**src/tss_pkg.sv**
```systemverilog
// ----------------------------------------------------------------------------
// tss_pkg: shared types and codes for the trailer signature splitter
// Holds the request and result codes and the result word layout.
// ----------------------------------------------------------------------------
package tss_pkg;

    localparam int BYTE_W      = 8;
    localparam int LEN_W       = 8;
    localparam int S_TDATA_W   = 8;
    localparam int S_TUSER_W   = 2;
    localparam int M_TDATA_W   = 32;
    localparam int M_TUSER_W   = 2;
    localparam int STATUS_W    = 3;

    // request codes carried on the input tuser; the fourth code is ignored
    typedef enum logic [1:0] {
        MODE_PUSH  = 2'd0,
        MODE_END   = 2'd1,
        MODE_DRAIN = 2'd2
    } t_mode;

    typedef enum logic [1:0] {
        KIND_RELEASED  = 2'd0,
        KIND_IMAGE     = 2'd1,
        KIND_SIGNATURE = 2'd2,
        KIND_STATUS    = 2'd3
    } t_kind;

    typedef enum logic [STATUS_W-1:0] {
        ST_OK        = 3'd0,
        ST_TOO_SHORT = 3'd1,
        ST_MALFORMED = 3'd2,
        ST_EMPTY     = 3'd3,
        ST_REFUSED   = 3'd4
    } t_status;

    typedef struct packed {
        t_kind              kind;
        logic [BYTE_W-1:0]  byte_out;
        t_status            status;
        logic [LEN_W-1:0]   sig_len;
        logic [LEN_W-1:0]   img_len;
        logic               last;
    } t_result;

    // result in flight between the store read and the output queue
    typedef struct packed {
        logic    use_mem;
        t_result res;
    } t_s1;

endpackage

```
**src/trailer_signature_splitter.sv**
```systemverilog
// ----------------------------------------------------------------------------
// trailer_signature_splitter
// Holds back the newest TAIL_DEPTH bytes of a stream in a ring store, checks
// the 2-byte big-endian trailer length at end of stream and drains the held
// image and signature bytes on request.
// ----------------------------------------------------------------------------
//  channel   | dir | tdata                                   | tuser  | tlast
//  s_axis    | in  | data_byte[7:0]                          | mode   | -
//  m_axis    | out | byte_out, status, sig_len, img_len      | kind   | last
//  i_cfg_*   | in  | max_signature_length[7:0], write only   | -      | -
//
//  One word per cycle on the input. A word touches the single ring store
//  once (a write, a read, or a read-first write of the oldest slot when a
//  push finds the store full) and all bookkeeping is done in the accept
//  cycle. A result passes the read stage, which holds the synchronous
//  store read, and then the four-entry output queue on its way to
//  m_axis. The input stalls only when that queue and the read stage
//  together hold four results. Reset clears the bookkeeping at once;
//  the store itself is not cleared.
// ----------------------------------------------------------------------------
module trailer_signature_splitter #(
    parameter int TAIL_DEPTH = 160
) (
    input  logic                            i_clk,
    input  logic                            i_rst_n,
    input  logic                            i_cfg_we,
    input  logic [tss_pkg::LEN_W-1:0]       i_cfg_wdata,
    input  logic                            s_axis_tvalid,
    output logic                            s_axis_tready,
    input  logic [tss_pkg::S_TDATA_W-1:0]   s_axis_tdata,   // [7:0] data_byte
    input  logic [tss_pkg::S_TUSER_W-1:0]   s_axis_tuser,   // [1:0] mode
    output logic                            m_axis_tvalid,
    input  logic                            m_axis_tready,
    // [7:0] byte_out, [10:8] status, [18:11] signature_length,
    // [26:19] image_tail_length, [31:27] zero
    output logic [tss_pkg::M_TDATA_W-1:0]   m_axis_tdata,
    output logic [tss_pkg::M_TUSER_W-1:0]   m_axis_tuser,   // [1:0] kind
    output logic                            m_axis_tlast
);
    import tss_pkg::*;

    localparam int AW = (TAIL_DEPTH > 1) ? $clog2(TAIL_DEPTH) : 1;
    localparam int CW = $clog2(TAIL_DEPTH + 1);
    localparam int CMP_W = 17;

    typedef enum logic {PH_STREAM, PH_DRAIN} t_phase;

    function automatic logic [AW-1:0] ring_addr(input logic [AW-1:0] base,
                                                input logic [CW-1:0] off);
        logic [AW:0] sum;
        sum = (AW+1)'(base) + (AW+1)'(off);
        if (sum >= (AW+1)'(TAIL_DEPTH)) begin
            sum = sum - (AW+1)'(TAIL_DEPTH);
        end
        return sum[AW-1:0];
    endfunction

    // ring store
    logic [BYTE_W-1:0] r_mem [TAIL_DEPTH];
    logic [BYTE_W-1:0] r_rd_data;
    logic              mem_we, mem_re;
    logic [AW-1:0]     mem_waddr, mem_raddr;
    logic [BYTE_W-1:0] mem_wdata;

    // bookkeeping
    t_phase            r_phase, n_phase;
    logic [CW-1:0]     r_fill, n_fill;
    logic [AW-1:0]     r_oldest, n_oldest;
    logic [CW-1:0]     r_drain_idx, n_drain_idx;
    logic [LEN_W-1:0]  r_sig_len, n_sig_len;
    logic [LEN_W-1:0]  r_img_len, n_img_len;
    logic [LEN_W-1:0]  r_max_len;
    logic [BYTE_W-1:0] r_newest0, n_newest0;     // last pushed byte
    logic [BYTE_W-1:0] r_newest1, n_newest1;     // the one before it

    // read stage and output queue
    logic              r_s1_valid, n_s1_valid;
    t_s1               r_s1, n_s1;
    t_result           r_fifo [4];
    logic [1:0]        r_wr_ptr, r_rd_ptr;
    logic [2:0]        r_fifo_cnt;
    t_result           s1_res;

    logic              in_acc, out_pop;
    t_mode             mode;
    logic [15:0]       foot_len;
    logic [CMP_W-1:0]  fill_x, len_x;
    logic [9:0]        total_x, idx_x;

    assign s_axis_tready = (3'(r_fifo_cnt) + 3'(r_s1_valid)) <= 3'd3;
    assign in_acc        = s_axis_tvalid && s_axis_tready;
    assign out_pop       = m_axis_tvalid && m_axis_tready;
    assign mode          = t_mode'(s_axis_tuser);

    assign foot_len = {r_newest1, r_newest0};
    assign fill_x   = CMP_W'(r_fill);
    assign len_x    = CMP_W'(foot_len);
    assign total_x  = 10'(r_sig_len) + 10'(r_img_len);
    assign idx_x    = 10'(r_drain_idx);

    always_comb begin
        n_phase     = r_phase;
        n_fill      = r_fill;
        n_oldest    = r_oldest;
        n_drain_idx = r_drain_idx;
        n_sig_len   = r_sig_len;
        n_img_len   = r_img_len;
        n_newest0   = r_newest0;
        n_newest1   = r_newest1;
        mem_we      = 1'b0;
        mem_re      = 1'b0;
        mem_waddr   = r_oldest;
        mem_raddr   = r_oldest;
        mem_wdata   = s_axis_tdata;
        n_s1_valid  = 1'b0;
        n_s1        = '0;
        n_s1.res.kind   = KIND_STATUS;
        n_s1.res.status = ST_OK;

        if (in_acc) begin
            unique case (mode)
                MODE_PUSH: begin
                    if (r_phase == PH_DRAIN) begin
                        n_s1_valid      = 1'b1;
                        n_s1.res.status = ST_REFUSED;
                    end else begin
                        n_newest0 = s_axis_tdata;
                        n_newest1 = r_newest0;
                        mem_we    = 1'b1;
                        if (r_fill < CW'(TAIL_DEPTH)) begin
                            mem_waddr = ring_addr(r_oldest, r_fill);
                            n_fill    = r_fill + CW'(1);
                        end else begin
                            // full: read-first on the same slot releases the oldest
                            mem_waddr     = r_oldest;
                            mem_re        = 1'b1;
                            n_s1_valid    = 1'b1;
                            n_s1.use_mem  = 1'b1;
                            n_s1.res.kind = KIND_RELEASED;
                            n_oldest      = (r_oldest == AW'(TAIL_DEPTH - 1)) ?
                                            '0 : r_oldest + AW'(1);
                        end
                    end
                end
                MODE_END: begin
                    n_s1_valid = 1'b1;
                    if (r_phase == PH_DRAIN) begin
                        n_s1.res.status = ST_REFUSED;
                    end else if (r_fill < CW'(2)) begin
                        n_s1.res.status = ST_TOO_SHORT;
                        n_phase = PH_STREAM;
                        n_fill = '0; n_oldest = '0; n_drain_idx = '0;
                        n_sig_len = '0; n_img_len = '0;
                    end else if (foot_len == 16'd0 ||
                                 foot_len > 16'(r_max_len) ||
                                 len_x + CMP_W'(2) > fill_x) begin
                        n_s1.res.status = ST_MALFORMED;
                        n_phase = PH_STREAM;
                        n_fill = '0; n_oldest = '0; n_drain_idx = '0;
                        n_sig_len = '0; n_img_len = '0;
                    end else begin
                        n_sig_len   = foot_len[LEN_W-1:0];
                        n_img_len   = LEN_W'(fill_x - CMP_W'(2) - len_x);
                        n_drain_idx = '0;
                        n_phase     = PH_DRAIN;
                        n_s1.res.sig_len = foot_len[LEN_W-1:0];
                        n_s1.res.img_len = LEN_W'(fill_x - CMP_W'(2) - len_x);
                    end
                end
                MODE_DRAIN: begin
                    n_s1_valid = 1'b1;
                    if (r_phase != PH_DRAIN) begin
                        n_s1.res.status = ST_EMPTY;
                    end else begin
                        mem_re       = 1'b1;
                        mem_raddr    = ring_addr(r_oldest, r_drain_idx);
                        n_s1.use_mem = 1'b1;
                        if (idx_x < 10'(r_img_len)) begin
                            n_s1.res.kind = KIND_IMAGE;
                            n_drain_idx   = r_drain_idx + CW'(1);
                        end else if (idx_x + 10'd1 >= total_x) begin
                            n_s1.res.kind = KIND_SIGNATURE;
                            n_s1.res.last = 1'b1;
                            n_phase = PH_STREAM;
                            n_fill = '0; n_oldest = '0; n_drain_idx = '0;
                            n_sig_len = '0; n_img_len = '0;
                        end else begin
                            n_s1.res.kind = KIND_SIGNATURE;
                            n_drain_idx   = r_drain_idx + CW'(1);
                        end
                    end
                end
                default: begin
                end
            endcase
        end
    end

    always_ff @(posedge i_clk) begin
        if (mem_we) begin
            r_mem[mem_waddr] <= mem_wdata;
        end
        if (mem_re) begin
            r_rd_data <= r_mem[mem_raddr];
        end
    end

    always_ff @(posedge i_clk) begin
        if (!i_rst_n) begin
            r_phase     <= PH_STREAM;
            r_fill      <= '0;
            r_oldest    <= '0;
            r_drain_idx <= '0;
            r_sig_len   <= '0;
            r_img_len   <= '0;
            r_max_len   <= LEN_W'(96);
            r_s1_valid  <= 1'b0;
            r_wr_ptr    <= '0;
            r_rd_ptr    <= '0;
            r_fifo_cnt  <= '0;
        end else begin
            r_phase     <= n_phase;
            r_fill      <= n_fill;
            r_oldest    <= n_oldest;
            r_drain_idx <= n_drain_idx;
            r_sig_len   <= n_sig_len;
            r_img_len   <= n_img_len;
            if (i_cfg_we) begin
                r_max_len <= i_cfg_wdata;
            end
            r_s1_valid  <= n_s1_valid;
            if (r_s1_valid) begin
                r_wr_ptr <= r_wr_ptr + 2'd1;
            end
            if (out_pop) begin
                r_rd_ptr <= r_rd_ptr + 2'd1;
            end
            r_fifo_cnt <= r_fifo_cnt + 3'(r_s1_valid) - 3'(out_pop);
        end
    end

    always_comb begin
        s1_res          = r_s1.res;
        s1_res.byte_out = r_s1.use_mem ? r_rd_data : '0;
    end

    always_ff @(posedge i_clk) begin
        r_newest0 <= n_newest0;
        r_newest1 <= n_newest1;
        r_s1      <= n_s1;
        if (r_s1_valid) begin
            r_fifo[r_wr_ptr] <= s1_res;
        end
    end

    assign m_axis_tvalid = (r_fifo_cnt != 3'd0);
    assign m_axis_tdata  = {5'd0, r_fifo[r_rd_ptr].img_len, r_fifo[r_rd_ptr].sig_len,
                            r_fifo[r_rd_ptr].status, r_fifo[r_rd_ptr].byte_out};
    assign m_axis_tuser  = r_fifo[r_rd_ptr].kind;
    assign m_axis_tlast  = r_fifo[r_rd_ptr].last;

    // queue plus read stage never exceed the queue depth
    a_queue_room: assert property (@(posedge i_clk) disable iff (!i_rst_n)
        (4'(r_fifo_cnt) + 4'(r_s1_valid)) <= 4'd4)
        else $error("output queue overflow");

    // while draining the held lengths and the two footer bytes account for every held byte
    a_drain_lengths: assert property (@(posedge i_clk) disable iff (!i_rst_n)
        r_phase == PH_DRAIN |->
            (10'(r_sig_len) + 10'(r_img_len) + 10'd2 == 10'(r_fill))
            && (10'(r_drain_idx) < 10'(r_sig_len) + 10'(r_img_len)))
        else $error("drain bookkeeping inconsistent");

    // a refused push leaves the store untouched
    a_refused_push: assert property (@(posedge i_clk) disable iff (!i_rst_n)
        (in_acc && r_phase == PH_DRAIN && s_axis_tuser == MODE_PUSH) |=>
            $stable(r_fill) && $stable(r_oldest))
        else $error("refused push changed the store");

    // the final-word flag only rides on a signature byte
    a_last_kind: assert property (@(posedge i_clk) disable iff (!i_rst_n)
        (m_axis_tvalid && m_axis_tlast) |-> m_axis_tuser == KIND_SIGNATURE)
        else $error("last set on a non-signature word");

    // a successful end always enters the drain phase
    a_end_ok: assert property (@(posedge i_clk) disable iff (!i_rst_n)
        (r_s1_valid && r_s1.res.kind == KIND_STATUS && r_s1.res.status == ST_OK)
            |-> r_phase == PH_DRAIN)
        else $error("accepted footer without drain phase");

endmodule

```
**config.mk**
```make
export PLATFORM = sky130hd
export DESIGN_NAME = trailer_signature_splitter
export DESIGN_NICKNAME = d
export VERILOG_FILES = /design/src/tss_pkg.sv /design/src/trailer_signature_splitter.sv
export SDC_FILE = /design/constraint.sdc
export NUM_CORES = 2
export LEC_CHECK = 0
export BUFFER_PORTS_ARGS = -buffer_cell sky130_fd_sc_hd__clkbuf_2
export CAP_MARGIN = 40
export CORE_UTILIZATION = 51
export CTS_CLUSTER_SIZE = 40
export DETAILED_ROUTE_END_ITERATION = 8
export GPL_TIMING_DRIVEN = 0
export PLACE_DENSITY_LB_ADDON = 0.12
export SLEW_MARGIN = 25
export SYNTH_ARGS = -nofsm -noshare
export SYNTH_HDL_FRONTEND = slang
export SYNTH_SLANG_ARGS = --single-unit
```
**constraint.sdc**
```tcl
create_clock -name i_clk -period 6.99 [get_ports i_clk]
set_input_delay 0.699 -clock i_clk [delete_from_list [all_inputs] [get_ports i_clk]]
set_output_delay 0.699 -clock i_clk [all_outputs]
set_load 0.005 [all_outputs]
```
==> reports/metrics.yaml <==
fin_tns_setup_ns: 0
dr.pass1.iters: 8
setup_viol: 0
post-route-cell-area_um2: 69800
grtUsageTotal_pct: 29.2
crit_chain: "ha_1 -> ha_1 -> xnor2_2 -> nand2_1 -> nor2_1 -> mux2i_2 -> clkbuf_1 -> buf_1 -> a221oi_1 -> nor2_1 -> a22oi_1 -> nand3_1 -> o21ai_0 -> a221o_1"
ant_nets: 0
p_int_mw: 14.7
hold_depth: 3
synth_cells: 4359
seqCellArea_um2: 44400
cts_setup_buffers: 0
synth-main-ff-cell: "edfxtp_1"
path_class: "register to register"
path_max_fanout: 10
fp.dieH_um: 350
syn_avg_cell_area_um2: 14.1
min_period_over_period_pct: 85.4
p_leak_nw: 22.2
synth_edf_count: 1424
cpMaxStageDelayCell: "mux2i_2"
hp-class: "input port to register"
final_nets: 4778
antenna_found_initial: 3
htreeDepth: 4
drt-total-wl_um: 179000
rows: 127
cts_tree: "yes"
clkPwrFrac_pct: 41.4
drive_gt1_share_pct: 12.0
vias: 39643
wire_per_inst_um: 28.0
ys_types: 79
rsz0062_at_grt: "no"
drc: 0
end_kind: "register"
comb_power_share_pct: 6.2
antenna_cells: 0
cts.sinks: 1506
r2r_start: "r_s1_valid$_SDFF_PN0_"
p_seq_share_pct: 52.4
crit_start: "r_s1_valid$_SDFF_PN0_"
multiInputGateArea_um2: 15800
boundaryPins: 60
cp.required_ns: 7.50
setup_slack_ns: 1.02
ir_drop_mv: 0.264
clock_path_buffers: 3
layout_commonest_cell: "edfxtp_1"
drv_cap: 0
die_area_um2: 122000
clock.fmax_mhz: 167
status: "completed"
cts_made_buffers: 155
drt_iter0_drc: 5238
fp.dieW_um: 350
r2r_slack_ns: 1.02
start_util_pct: 51.4
slew-limit-headroom_pct: 38.0
post-place-ws_ns: 0.936
fin_crit_ns: 5.97
dp.final_hpwl_um: 121000
fin_worst_skew_ns: 0.0426
fillers: 9612
grt_overflow: 0
grt_pass1_vias: 37306
start_kind: "register"
r2r_end: "r_rd_data[7]$_DFFE_PP_"
holdCritStartpoint: "i_cfg_wdata[5]"
synth-async-reset-ratio_pct: 0
arrival_ns: 6.48
grt_first_pass_wirelength_um: 256000
r2r_cells: 14
design_power_total_mw: 18.9
place_area_um2: 64800
layout_common_cells: "edfxtp_1, nand2_1, a21oi_1"
via_per_inst: 6.20
slowest_delay_ns: 0.84
ys_ff_latch: 1506
ys_warn_count: 0
cts.repair.resized: 0
core_area_um2: 120000
power.density_nw_per_um2: 271
syn_area_um2: 61600
clkLatencyLatePin_ns: 0.78
cts_hold_buf: 0
tightest_slew_ns: 0.913
gp_congestion: 0.963
syn2layout_area_growth_pct: 13.3
drv_slew: 0
ctsRootBufferMaster: "clkbuf_16"
switching_share_pct: 22.3
synth.yosys.seq_area_share_pct: 72.1
p_switching_mw: 4.22
io_buffer_count: 53
min_to: "r_max_len[5]$_SDFFE_PN1P_"
clkTransAtPathRegs_ns: 0.06
final-hold-violation-count: 0
grt_max_degree: 104
## Yosys cell counts, types with 6 or more instances
cell type,n,area [µm²]
dfxtp_1,82,1640
o21a_1,13,97.6
ha_1,87,1090
and2_1,37,231
buf_1,47,176
buf_2,65,325
or3_1,17,106
a22oi_1,23,173
a22o_1,24,210
o21bai_1,9,67.6
nand3_1,46,230
and3_1,9,56.3
a21oi_1,569,2850
a21o_1,15,113
xnor2_1,26,228
nand2_1,659,2470
o211ai_1,16,120
clkbuf_1,165,619
a31oi_1,7,43.8
inv_1,67,251
nor3_1,63,315
o21ai_0,44,220
xor2_1,11,96.3
o311ai_0,9,78.8
or4_1,6,45.0
a221o_1,8,80.1
nor2b_1,10,62.6
a221oi_1,256,2240
edfxtp_1,1424,42800
a211oi_1,13,97.6
nor2_1,296,1110
mux2i_1,17,170
nand2b_1,11,68.8
nor4_1,7,43.8
buf_4,12,90.1
o31ai_1,7,52.6
nand4_1,10,62.6
o31a_1,9,78.8
mux4_2,94,2120
## per-layer routing
metal  vias to the layer above  global-route usage (%)  share of wire [%]
li1                      17365                       -                  -
met1                     19878                    41.4                 41
met2                      2034                    44.2                 45
met3                       364                    6.05                9.7
met4                         2                    11.7                4.1
met5                         -                       0             0.0072
## power groups by stage
stage | Combinational, mW | Clock [mW] | Sequential (mW)
2_1_floorplan | 0.611 | 0 | 10.1
3_3_place_gp | 1.10 | 0 | 10.1
3_5_place_dp | 1.17 | 0 | 10.1
4_1_cts | 1.17 | 7.88 | 9.91
5_1_grt | 1.26 | 8.22 | 9.91
6_report | 1.18 | 7.83 | 9.91
## area by class of cell
| cell class | count | area share, % |
|---|---|---|
| plain buffers | 291 | 1.77 |
| clock buffers | 196 | 5.99 |
| clock inverters | 83 | 0.810 |
| inverters | 67 | 0.360 |
| multi-input cells | 2499 | 22.6 |
| flip-flops and latches | 1506 | 63.6 |
| well taps | 1612 | 2.89 |
| repair buffers | 144 | 1.95 |
## worst max-delay path: cells and delay by family, from the launching register on
family / cells / cell delay, ns
buf+inv: 2 / 1.29
xor+xnor: 1 / 0.39
compound gates: 4 / 1.02
simple gates: 4 / 1.34
fa+ha+maj: 2 / 0.43
flops: 1 / 0.38
mux: 1 / 0.84
## metrics by stage
stage               cells  util (%)  hold WS (ns)
floorplan            4363         -         0.438
global placement     6028      53.3         0.456
detailed placement   6086      54.1         0.467
CTS                  6365      58.1         0.125
global route         6398      58.3         0.148
finish               6398      58.3         0.149
## registers in the layout, summed over array words and instances, names as in the netlist, 2 cells and up, named ones only
name	cells
r_drain_idx	8
r_fifo	120
r_fifo_cnt	3
r_fill	8
r_img_len	8
r_max_len	8
r_mem	1280
r_newest0	8
r_newest1	8
r_oldest	8
r_rd_data	8
r_rd_ptr	2
r_s1	23
r_sig_len	8
r_wr_ptr	2
## logic make-up after synthesis
| group | count (synthesis) | share of synthesized area [%] |
|---|---|---|
| AOI/OAI and AO/OA | 1059 | 11.1 |
| xor gates and xnor gates | 38 | 0.552 |
| adders and majority gates | 91 | 1.90 |
| buffers and inverters | 358 | 2.41 |
| DFF | 1506 | 72.1 |
| muxes | 117 | 3.84 |
| other | 1 | 0.00609 |
| and+or+nand+nor | 1189 | 8.07 |
## worst max path at each step
stage          slack (ns)  cells past startpoint                 endpoint
2_1_floorplan        2.94                     14  r_mem[103][0]$_DFFE_PP_
3_3_place_gp         0.68                     15   r_rd_data[0]$_DFFE_PP_
3_5_place_dp         0.94                     15   r_rd_data[0]$_DFFE_PP_
4_1_cts              1.17                     14   r_rd_data[0]$_DFFE_PP_
5_1_grt              0.97                     14   r_rd_data[7]$_DFFE_PP_
6_report             1.02                     14   r_rd_data[7]$_DFFE_PP_
Power figures use the tool's default switching activity.
